==> config.mk <==
export PLATFORM = sky130hd
export DESIGN_NAME = dictionary_index_bit_packer
export DESIGN_NICKNAME = d
export VERILOG_FILES = /design/src/rtl/dibp_pkg.sv /design/src/rtl/dibp_symbol_map.sv /design/src/rtl/dibp_bit_packer.sv /design/src/rtl/dictionary_index_bit_packer.sv
export SDC_FILE = /design/constraint.sdc
export NUM_CORES = 2
export LEC_CHECK = 0
export BUFFER_PORTS_ARGS = -buffer_cell sky130_fd_sc_hd__buf_2
export CORE_MARGIN = 2
export CORE_UTILIZATION = 60
export CTS_CLUSTER_SIZE = 24
export DETAILED_ROUTE_END_ITERATION = 8
export GPL_TIMING_DRIVEN = 0
export PLACE_DENSITY = 0.82
export REMOVE_ABC_BUFFERS = 1
export SLEW_MARGIN = 25
export SYNTH_ARGS = -nofsm -noshare
export SYNTH_HDL_FRONTEND = slang
export SYNTH_SLANG_ARGS = --single-unit
==> constraint.sdc <==
create_clock -name i_clk -period 11.3 [get_ports i_clk]
set_clock_uncertainty 0.2 [all_clocks]
set_input_delay 1.13 -clock i_clk [delete_from_list [all_inputs] [get_ports i_clk]]
set_output_delay 1.13 -clock i_clk [all_outputs]
set_load 0.01 [all_outputs]
==> src/rtl/dibp_pkg.sv <==
package dibp_pkg;

    localparam int unsigned BYTE_BITS = 8;

    typedef logic [7:0] t_byte;
    typedef logic [3:0] t_width;
    typedef logic [8:0] t_count;

    typedef struct packed {
        logic rd_en;
        logic upd_en;
        logic last;
    } t_map_ctl;

    typedef struct packed {
        t_byte code;
        logic  new_symbol;
        logic  overflow;
    } t_lookup;

    typedef struct packed {
        logic  byte_valid;
        t_byte packed_byte;
        logic  flush;
        t_byte flush_byte;
    } t_pack;

    function automatic t_width eff_width(input t_width bits);
        t_width w;
        if (bits < 4'd1) begin
            w = 4'd1;
        end else if (bits > 4'd8) begin
            w = 4'd8;
        end else begin
            w = bits;
        end
        return w;
    endfunction

endpackage

==> src/rtl/dibp_symbol_map.sv <==
module dibp_symbol_map (
    input  logic              i_clk,
    input  logic              i_rst_n,
    input  dibp_pkg::t_map_ctl i_ctl,
    input  dibp_pkg::t_byte   i_rd_addr,
    input  dibp_pkg::t_byte   i_s1_sym,
    input  dibp_pkg::t_width  i_width,
    output dibp_pkg::t_lookup o_lookup
);
    import dibp_pkg::*;

    logic   [255:0] r_seen;
    t_byte          r_mem [256];
    t_byte          r_map_q;
    logic           r_fwd;
    t_byte          r_fwd_code;
    t_count         r_count;
    t_count         n_count;
    logic   [255:0] n_seen;
    logic           seen;
    logic           fits;
    t_byte          stored;
    t_lookup        lk;

    assign seen   = r_seen[i_s1_sym];
    assign fits   = r_count < (9'd1 << i_width);
    assign stored = r_fwd ? r_fwd_code : r_map_q;

    always_comb begin
        lk = '0;
        if (seen) begin
            lk.code = stored;
        end else if (fits) begin
            lk.code       = r_count[7:0];
            lk.new_symbol = 1'b1;
        end else begin
            lk.overflow = 1'b1;
        end
    end

    assign o_lookup = lk;

    always_comb begin
        n_seen  = r_seen;
        n_count = r_count;
        if (i_ctl.upd_en) begin
            if (i_ctl.last) begin
                n_seen  = '0;
                n_count = '0;
            end else if (lk.new_symbol) begin
                n_seen[i_s1_sym] = 1'b1;
                n_count          = r_count + 9'd1;
            end
        end
    end

    always_ff @(posedge i_clk) begin
        if (!i_rst_n) begin
            r_seen  <= '0;
            r_count <= '0;
            r_fwd   <= 1'b0;
        end else begin
            r_seen  <= n_seen;
            r_count <= n_count;
            if (i_ctl.rd_en) begin
                r_fwd <= i_ctl.upd_en && lk.new_symbol && (i_s1_sym == i_rd_addr);
            end
        end
    end

    // same-cycle write bypass
    always_ff @(posedge i_clk) begin
        if (i_ctl.rd_en) begin
            r_fwd_code <= r_count[7:0];
        end
    end

    always_ff @(posedge i_clk) begin
        if (i_ctl.upd_en && lk.new_symbol) begin
            r_mem[i_s1_sym] <= r_count[7:0];
        end
        if (i_ctl.rd_en) begin
            r_map_q <= r_mem[i_rd_addr];
        end
    end

endmodule

==> src/rtl/dibp_bit_packer.sv <==
module dibp_bit_packer (
    input  logic             i_clk,
    input  logic             i_rst_n,
    input  logic             i_upd_en,
    input  logic             i_last,
    input  dibp_pkg::t_byte  i_code,
    input  dibp_pkg::t_width i_width,
    output dibp_pkg::t_pack  o_pack
);
    import dibp_pkg::*;

    t_byte       r_acc;
    t_width      r_filled;
    t_byte       n_acc;
    t_width      n_filled;
    t_byte       mask;
    logic [15:0] v;
    logic [15:0] v_sh;
    t_width      total;
    t_width      rem;
    t_pack       pk;

    always_comb begin
        mask  = 8'hFF >> (4'd8 - i_width);
        v     = ({8'h00, r_acc} << i_width) | {8'h00, i_code & mask};
        total = r_filled + i_width;
        rem   = total - 4'd8;
        v_sh  = v >> rem;
        pk    = '0;
        if (total >= 4'd8) begin
            pk.byte_valid  = 1'b1;
            pk.packed_byte = v_sh[7:0];
            n_acc          = v[7:0] & (8'hFF >> (4'd8 - rem));
            n_filled       = rem;
        end else begin
            n_acc    = v[7:0];
            n_filled = total;
        end
        pk.flush      = i_last && (n_filled != 4'd0);
        pk.flush_byte = n_acc << (4'd8 - n_filled);
    end

    assign o_pack = pk;

    always_ff @(posedge i_clk) begin
        if (!i_rst_n) begin
            r_acc    <= '0;
            r_filled <= '0;
        end else if (i_upd_en) begin
            if (i_last) begin
                r_acc    <= '0;
                r_filled <= '0;
            end else begin
                r_acc    <= n_acc;
                r_filled <= n_filled;
            end
        end
    end

endmodule

==> src/rtl/dictionary_index_bit_packer.sv <==
// channel  direction  handshake                 payload
// input    in         i_in_valid / o_in_stall   i_symbol, i_last_symbol
// output   out        o_out_valid / i_out_stall o_code, o_new_symbol, o_overflow,
//                                               o_byte_valid, o_packed_byte, o_last_result
// config   in         i_cfg_wr_en               i_cfg_wr_data (code_bits)
//
// One word per cycle unless stalled; each word passes the input register, then the result register.
// A last word whose flush byte needs a second result is followed by that second result.
// Map lookup: one registered RAM read plus a bypass for the word just ahead.
// Synchronous active-low reset clears seen flags, counters and the packer at once.
// Output stall holds the result register and backs up through the input register.
module dictionary_index_bit_packer (
    input  logic       i_clk,
    input  logic       i_rst_n,
    input  logic       i_cfg_wr_en,
    input  logic [3:0] i_cfg_wr_data,
    input  logic       i_in_valid,
    output logic       o_in_stall,
    input  logic [7:0] i_symbol,
    input  logic       i_last_symbol,
    output logic       o_out_valid,
    input  logic       i_out_stall,
    output logic [7:0] o_code,
    output logic       o_new_symbol,
    output logic       o_overflow,
    output logic       o_byte_valid,
    output logic [7:0] o_packed_byte,
    output logic       o_last_result
);
    import dibp_pkg::*;

    t_width   r_code_bits;
    t_width   width;
    logic     r_s1_vld;
    t_byte    r_s1_sym;
    logic     r_s1_last;
    logic     r_out_vld;
    t_byte    r_code;
    logic     r_new;
    logic     r_ovf;
    logic     r_bv;
    t_byte    r_pb;
    logic     r_last;
    logic     r_pend;
    t_byte    r_pend_byte;
    logic     out_free;
    logic     s1_move;
    logic     in_acc;
    t_map_ctl ctl;
    t_lookup  lk;
    t_pack    pk;

    assign width    = eff_width(r_code_bits);
    assign out_free = !r_out_vld || !i_out_stall;
    assign s1_move  = r_s1_vld && out_free && !r_pend;
    assign o_in_stall = r_s1_vld && !s1_move;
    assign in_acc   = i_in_valid && !o_in_stall;

    assign ctl.rd_en  = in_acc;
    assign ctl.upd_en = s1_move;
    assign ctl.last   = r_s1_last;

    dibp_symbol_map u_map (
        .i_clk     (i_clk),
        .i_rst_n   (i_rst_n),
        .i_ctl     (ctl),
        .i_rd_addr (i_symbol),
        .i_s1_sym  (r_s1_sym),
        .i_width   (width),
        .o_lookup  (lk)
    );

    dibp_bit_packer u_pack (
        .i_clk    (i_clk),
        .i_rst_n  (i_rst_n),
        .i_upd_en (s1_move),
        .i_last   (r_s1_last),
        .i_code   (lk.code),
        .i_width  (width),
        .o_pack   (pk)
    );

    always_ff @(posedge i_clk) begin
        if (!i_rst_n) begin
            r_code_bits <= 4'd1;
            r_s1_vld    <= 1'b0;
            r_out_vld   <= 1'b0;
            r_pend      <= 1'b0;
        end else begin
            if (i_cfg_wr_en) begin
                r_code_bits <= i_cfg_wr_data;
            end
            if (in_acc) begin
                r_s1_vld <= 1'b1;
            end else if (s1_move) begin
                r_s1_vld <= 1'b0;
            end
            if (out_free) begin
                if (r_pend) begin
                    r_out_vld <= 1'b1;
                    r_pend    <= 1'b0;
                end else if (r_s1_vld) begin
                    r_out_vld <= 1'b1;
                    r_pend    <= pk.flush && pk.byte_valid;
                end else begin
                    r_out_vld <= 1'b0;
                end
            end
        end
    end

    always_ff @(posedge i_clk) begin
        if (in_acc) begin
            r_s1_sym  <= i_symbol;
            r_s1_last <= i_last_symbol;
        end
        if (out_free) begin
            if (r_pend) begin
                r_code <= '0;
                r_new  <= 1'b0;
                r_ovf  <= 1'b0;
                r_bv   <= 1'b1;
                r_pb   <= r_pend_byte;
                r_last <= 1'b1;
            end else if (r_s1_vld) begin
                r_code      <= lk.code;
                r_new       <= lk.new_symbol;
                r_ovf       <= lk.overflow;
                r_pend_byte <= pk.flush_byte;
                if (pk.flush && !pk.byte_valid) begin
                    r_bv   <= 1'b1;
                    r_pb   <= pk.flush_byte;
                    r_last <= 1'b1;
                end else begin
                    r_bv   <= pk.byte_valid;
                    r_pb   <= pk.packed_byte;
                    r_last <= r_s1_last && !pk.flush;
                end
            end
        end
    end

    assign o_out_valid   = r_out_vld;
    assign o_code        = r_code;
    assign o_new_symbol  = r_new;
    assign o_overflow    = r_ovf;
    assign o_byte_valid  = r_bv;
    assign o_packed_byte = r_pb;
    assign o_last_result = r_last;

`ifndef NO_ASSERTIONS
    a_pend_has_out: assert property (@(posedge i_clk) disable iff (!i_rst_n)
        r_pend |-> r_out_vld)
        else $error("flush pending without a result in the output register");

    a_pend_not_last: assert property (@(posedge i_clk) disable iff (!i_rst_n)
        r_pend |-> !o_last_result)
        else $error("first of two results marked last");

    a_new_ovf_excl: assert property (@(posedge i_clk) disable iff (!i_rst_n)
        o_out_valid |-> !(o_new_symbol && o_overflow))
        else $error("new symbol and overflow together");

    a_empty_byte_zero: assert property (@(posedge i_clk) disable iff (!i_rst_n)
        (o_out_valid && !o_byte_valid) |-> (o_packed_byte == 8'h00))
        else $error("packed byte nonzero without byte valid");
`endif

endmodule
[After elaboration in Yosys (flattened, before gate mapping)]
Memories as Yosys holds them, arrays and structs flattened. A register that Yosys moved wholly into a read port is not among the register bits.
Index checks and enable logic that the tools add are counted.
Operators by class
  $add $sub $neg: 6
  order comparisons: 6
  equality and inequality tests: 1
  shift-type cells: 6
  multiplexer cells: 38
  bitwise operators: 5
  reduce and logical (&&, ||, !) cells: 26
Operators by type and width (count)
  256-bit two-way mux: 2
  256-bit OR: 1
  8-bit two-way mux: 8
  9-bit two-way mux: 4
  1-bit two-way mux: 17
  8-bit bitwise AND: 2
  4-bit two-way mux: 4
  16-bit by 8-bit OR with 16-bit output: 1
  8-bit by 4-bit << shifter with 16-bit output: 1
  16-bit by 4-bit right shift with 8-bit output: 1
  8-bit by 4-bit right shift with 8-bit output, first input constant: 2
  4-bit subtractor, first input constant: 3
  1-bit logical AND: 11
  9-bit by 1-bit adder with 9-bit output, second input constant: 1
  8-bit by 9-bit < comparator with 1-bit output, second input constant: 1
  9-bit < comparator: 1
  1-bit by 4-bit << shifter with 9-bit output, first input constant: 1
  1-bit binary-select mux with 8-bit select: 1
  1-bit demux with 8-bit select: 1
  8-bit equality test: 1
  8-bit by 1-bit greater-or-equal comparator with 1-bit output, second input constant: 1
  8-bit by 4-bit << shifter with 8-bit output: 1
  1-bit logical NOT: 7
  2-bit nonzero test: 3
  11 further kinds: 12
Storage, ports and cells
  register bits: 330
  bits in writable memories: 2048
  input bits: 18
  output and inout bits: 22
  logic and storage cells: 108
  memories: 1
Memories
  u_map.r_mem: depth 256, bits a word 8, rd ports 1, clocked after Yosys merged registers in 1, write ports 1, line dibp_symbol_map.sv:13  | t_byte r_mem [256];

[Depth between registers and ports, before layout]
  depth in word-level cells: 16
  depth in mapped cells: 20
  gate-level depth less buffers: 18

[Cells and area by module]
From an unflattened synthesis, not the netlist that was laid out.
Second synthesis, totals
  cell total of the unflattened synthesis: 4942
  area total of the unflattened synthesis: 95643.0 um^2
Modules (own cells, without submodules)
  dibp_symbol_map: times used 1, cells an instance 4512, area each 91509.0 um^2, seq. area each 67304.6 um^2
  dibp_bit_packer: times used 1, cells an instance 303, area each 2326.0 um^2, seq. area each 240.2 um^2
  dictionary_index_bit_packer: times used 1, cells an instance 127, area each 1808.0 um^2, seq. area each 1251.2 um^2

[Worst setup path after synthesis]
No wires, ideal clock.
  kind: flip-flop to flip-flop
  start point: reg u_map.r_count[6]
  end point: reg r_pb[7], in the netlist o_packed_byte[7], data pin
  arrival: 6.634 ns
  setup slack: 4.304 ns
  stages on the path, launching flop included: 12
  clock period less this slack: 6.996 ns
  cells stage by stage: dfxtp_1 -> ha_1 -> a2111oi_0 -> o21a_1 -> o31a_1 -> clkbuf_1 -> nand4_1 -> o21ai_0 -> nor3_1 -> or4_4 -> a2bb2oi_1 -> o2111ai_1
Between the ends
  longest elaborated chain between the ends: 11
  elaborated cells on any way between the ends: 13
  those cells by class: order compare (1); shift (2); mux (7); bitwise (3)
RTL lines
  start, declared: line dibp_symbol_map.sv:17  | t_count r_count;
  start signal, assigned: line dibp_symbol_map.sv:64  | r_count <= n_count;
  9-bit < comparator: line dibp_symbol_map.sv:26  | assign fits = r_count < (9'd1 << i_width);
  9-bit two-way mux *: line dibp_symbol_map.sv:33  | end else if (fits) begin
  8-bit two-way mux *: line dibp_symbol_map.sv:31  | if (seen) begin
  8-bit bitwise AND *: line dibp_bit_packer.sv:25  | v = ({8'h00, r_acc} << i_width) | {8'h00, i_code & mask};
  16-bit by 8-bit OR with 16-bit output *: line dibp_bit_packer.sv:25
  8-bit bitwise AND: line dibp_bit_packer.sv:33  | n_acc = v[7:0] & (8'hFF >> (4'd8 - rem));
  8-bit two-way mux: line dibp_bit_packer.sv:30  | if (total >= 4'd8) begin
  8-bit by 4-bit << shifter with 8-bit output: line dibp_bit_packer.sv:40  | pk.flush_byte = n_acc << (4'd8 - n_filled);
  8-bit two-way mux *: line dictionary_index_bit_packer.sv:130  | if (pk.flush && !pk.byte_valid) begin
  8-bit two-way mux *: line dictionary_index_bit_packer.sv:125  | end else if (r_s1_vld) begin
  8-bit two-way mux *: line dictionary_index_bit_packer.sv:118  | if (r_pend) begin
  end signal, assigned: line dictionary_index_bit_packer.sv:123  | r_pb <= r_pend_byte;
  end signal, assigned: line dictionary_index_bit_packer.sv:132  | r_pb <= pk.flush_byte;
  end signal, assigned: line dictionary_index_bit_packer.sv:136  | r_pb <= pk.packed_byte;
  end, declared: line dictionary_index_bit_packer.sv:42  | t_byte r_pb;
Mark *: on every way between the ends. The rest lies on a longest branch, timed or not. The select of a mux whose other input is x is not followed.
A chain may end at the register's enable or synchronous reset.

[Worst setup path in the final report]
  start point: reg r_s1_sym[1]
  end point: mem u_map.r_mem[48][7] in the netlist's numbering, enable pin
Between the ends
  longest elaborated chain between the ends: 6
RTL lines
  start, declared: line dictionary_index_bit_packer.sv:35  | t_byte r_s1_sym;
  start signal, assigned: line dictionary_index_bit_packer.sv:114  | r_s1_sym <= i_symbol;
  1-bit binary-select mux with 8-bit select: line dibp_symbol_map.sv:25  | assign seen = r_seen[i_s1_sym];
  1-bit two-way mux (not written as such): line dibp_symbol_map.sv:25
  2-bit two-way mux: line dibp_symbol_map.sv:31
  1-bit logical AND: line dibp_symbol_map.sv:79  | if (i_ctl.upd_en && lk.new_symbol) begin
  1-bit two-way mux: line dibp_symbol_map.sv:79
  1-bit two-way mux (not written as such): line dibp_symbol_map.sv:80  | r_mem[i_s1_sym] <= r_count[7:0];
  end, declared: line dibp_symbol_map.sv:13
Parallel ways exist; a longest one is shown, timed or not. The select of a mux whose other input is x is not followed.

==> impl.org <==
** Timing
- Setup repair after global routing missed its margin :: no
- Final period demand of the worst path :: between 7000 and 8000 ps
- In the finished design, the share of the clock period the worst path needs comes to 0.645.
- Setup violations remaining at the end of the flow were counted as 0.
- Fin. max-slew vios :: 0
- The number of failing hold endpoints at the final stage is 0.
- Worst relative slew slack :: 0.226
- Hold slack final :: ~250 ps
- Final setup margin :: 4020 ps
- Timing-limited maximum frequency :: about 140 MHz
- Actual transition at the worst max-transition pin :: 1160 ps

** Global route
- The first global-routing pass estimated ~360000 um of wire.
- Overflow left after global routing :: 0
- Overall track demand over capacity in global routing :: 0.312
- The via count of the first global-routing pass is between 50000 and 60000.
- The number of antenna violations at the first check in global routing came to 9.
- Entering global routing, the biggest net connects 81 pins.

** Placed design
- # port buffers :: 39
- Post-place setup slack :: 3840 ps
- Summed over all nets, the half-perimeter wirelength after detailed placement is between 100000 and 150000 um.
- The congestion estimate from routability-driven global placement came to approximately 0.87.

** Clocking
- TritonCTS Buffers :: 217
- Clock network latency to the later pin of the worst-skew pair :: around 870 ps
- Count of hold buffers inserted by post-cts repair :: 0
- Sinks on Clock Net :: between 2000 and 2500
- H-Tree Depth :: 4
- TritonCTS built the clock tree.
- Buffer count from post-CTS setup fixing :: 0
- Post-CTS repair changed the size of 0 cells.
- Buffers from clock root to sink, at most :: 3
- Clock input transition at the sequential cells of the worst setup and hold paths :: approximately 70 ps
- Clock Root Buffer :: clkbuf_16

** Worst setup path
- Flop2flop setup slack :: between 4000 and 5000 ps
- STA classifies the critical path startpoint as a flip-flop.
- The setup path with the least slack is of type reg -> reg.
- The worst setup path is captured at a flip-flop.
- Data arrives at the worst endpoint at ~7600 ps.
- Required time worst endpoint :: roughly 12000 ps
- Max Fanout on Critical Path :: 18

** Floorplanning
- Total core area :: about 160000 um2
- Die Span Y :: 401 um
- The initial utilization of the core area, before any placement, comes to 0.605.
- After floorplanning, the core was divided into 145 placement rows.
- The die covers 161000 um2.
- 40 I/O pins were placed.
- Measured along the x axis, the die boundary spans 401 um.

** Synthesis
- The synthesized design contains around 2100 enable-type register cells.
- Library cells used by synthesis :: between 80 and 90
- After synthesis, the largest family of logic cells by area is multiplexers.
- The complex-gate fraction of the synthesized area was 0.0276.
- Post-synthesis simple-gate area fraction :: 0.0398
- Of the post-synthesis cell area, the part taken by muxes is 0.183.
- The largest total area in the synthesized netlist belongs to edfxtp_1.
- Post-synth top flop :: edfxtp_1
- After technology mapping, the gate count stands at just under 5000.
- After synthesis, the mean cell area works out to about 19 um2.
- Warnings from Yosys :: 0
- Top cell type's share of synthesized area :: 0.668
- Sequential fraction of the synthesis area :: 0.728
- Of the total synthesized cell area, the portion taken by XOR and XNOR cells is 0.00167.
- In this run, synthesis produced a sequential element count of ~2400.
- Of the total synthesized cell area, the portion taken by full adders, half adders and majority gates is 0.00366.
- Async S/R FF share, synth :: 0
- Summing every instance area after synthesis gives around 94000 um2.
- By area the synthesized netlist is led by edfxtp_1 67%, mux4_2 17%, dfxtp_1 6.0%.

** Route
- After detailed routing, the average wire length per cell comes to about 35 um.
- The first TritonRoute pass finished after 8 iterations.
- Wires add up to 249000 um.
- Post-route ant nets :: 0
- Via count :: 51300
- For this run, design rule violations remaining after detail routing come to 0.
- After detailed routing, the number of vias per cell comes to between 7 and 8.
- After the first detailed-routing iteration, the DRC count stood at just under 8000.

** Finish
- Multi-input gate area in the final layout :: between 20000 and 25000 um2
- Layout overhead on the synthesized area :: 11.5%
- Fraction of layout instances using a drive strength above 1 :: 0.238
- The filler cells instantiated in the layout total ~9000.
- Most frequent standard cell in the layout excluding fill and tap cells :: edfxtp_1
- The library cells used most frequently in the layout, excluding fill and tap cells, are 2101 x edfxtp_1, 693 x mux4_2, 564 x nor2_1, 291 x a21oi_1, 276 x dfxtp_1.
- After the last flow step, the layout net total stands at about 5000.
- Across the whole layout, storage elements account for around 69000 um2.

** Flow run
- Number of max-cap violations :: 0

** Min path
- The tightest min-delay check is of the in -> reg type.

** Power and ir drop
- Pwr/cell area :: 168 nW/um2
- Largest voltage drop on the vdd net :: about 0.17 mV
- Summed over all cells, the static leakage comes to ~37 nW.

** Status
- The flow ran to the end, and the final reports show no timing, DRC or antenna violations.
-- metrics by stage --
step / utilization / cells / TNS [ps] / total power, mW / instance area (um2)
3_5_place_dp: 0.629 / 6779 / 0 / 10.3 / 98200
3_3_place_gp: 0.613 / 6686 / -5385300 / 10.4 / 95700
6_report: 0.674 / 7191 / 0 / 17.7 / 105000
4_1_cts: 0.674 / 7185 / 0 / 17.7 / 105000
5_1_grt: 0.674 / 7188 / 0 / 18.0 / 105000
2_1_floorplan: - / 4589 / -1234120 / 10.0 / 93000
-- cell usage after synthesis (20+ instances only) --
cell type  count
edfxtp_1    2101
mux4_2       693
nor2_1       573
a21oi_1      292
dfxtp_1      285
clkbuf_1     196
mux2i_1      102
nand2_1       89
buf_1         63
nand3_1       48
a22oi_1       31
nor2b_1       29
nor3_1        27
ha_1          26
o21ai_0       24
and3_1        22
buf_2         22
buf_4         20
-- final timing paths --
path | from | cells after the start | end
max | r_s1_sym[1] | 15 | u_map.r_mem[48][7]
min | i_last_symbol | 1 | r_s1_last
max reg2reg | r_s1_sym[1] | 15 | u_map.r_mem[48][7]
min reg2reg | u_map.r_seen[82] | 2 | u_map.r_seen[82]
-- final cells by class --
class	count	share of cell area
repair buffers	135	0.0234
inverters	18	0.000641
multi-input cells	2185	0.231
flip-flops and latches	2386	0.653
well taps	2058	0.0244
diodes	3	0.0000713
clock inverters	135	0.0127
clock buffers	271	0.0545
-- logic make-up (layout without fill, tap and decap cells) --
logic type,count (synthesis),in the layout
AOI/OAI and AO/OA,444,444
xor gates and xnor gates,18,18
adders and majority gates,27,27
buffers and inverters,347,559
DFF,2386,2386
muxes,826,826
other,0,3
and+or+nand+nor,870,870
-- worst max-delay path, stage by stage, from the launching register on --
cell	delay, ps
edfxtp_1	650
buf_8	240
buf_16	170
buf_8	180
buf_16	170
buf_6	170
mux4_1	570
mux4_2	480
o22ai_1	210
nor3_1	130
nor4_2	560
and2_1	400
o21ai_2	180
nor2_4	600
nand3_2	920
nor2_1	1020
-- power by group --
| part | total [mW] | internal [mW] | switching [mW] |
|---|---|---|---|
| clock network | 7.48 | 4.12 | 3.36 |
| logic | 0.662 | 0.246 | 0.417 |
| registers | 9.51 | 9.48 | 0.0279 |
-- state kept, by name (all words and copies together), names as in the netlist, 4 cells and up --
signal            flops
r_code_bits           4
o_code                8
u_map.r_count         9
u_map.r_mem        2048
r_pend_byte           8
o_packed_byte         8
u_map.r_fwd_code      8
u_pack.r_acc          8
r_s1_sym              8
u_map.r_map_q         8
u_pack.r_filled       4
u_map.r_seen        256
-- routing by layer --
| metal | wire length (um) | up-vias | track usage |
|---|---|---|---|
| met5 | 97 | - | 0 |
| met4 | 13600 | 12 | 0.144 |
| met3 | 25000 | 756 | 0.0600 |
| met2 | 124000 | 3963 | 0.512 |
| met1 | 86500 | 26600 | 0.411 |
| li1 | - | 20000 | - |
No activity file was read; power rests on OpenSTA's default activity.
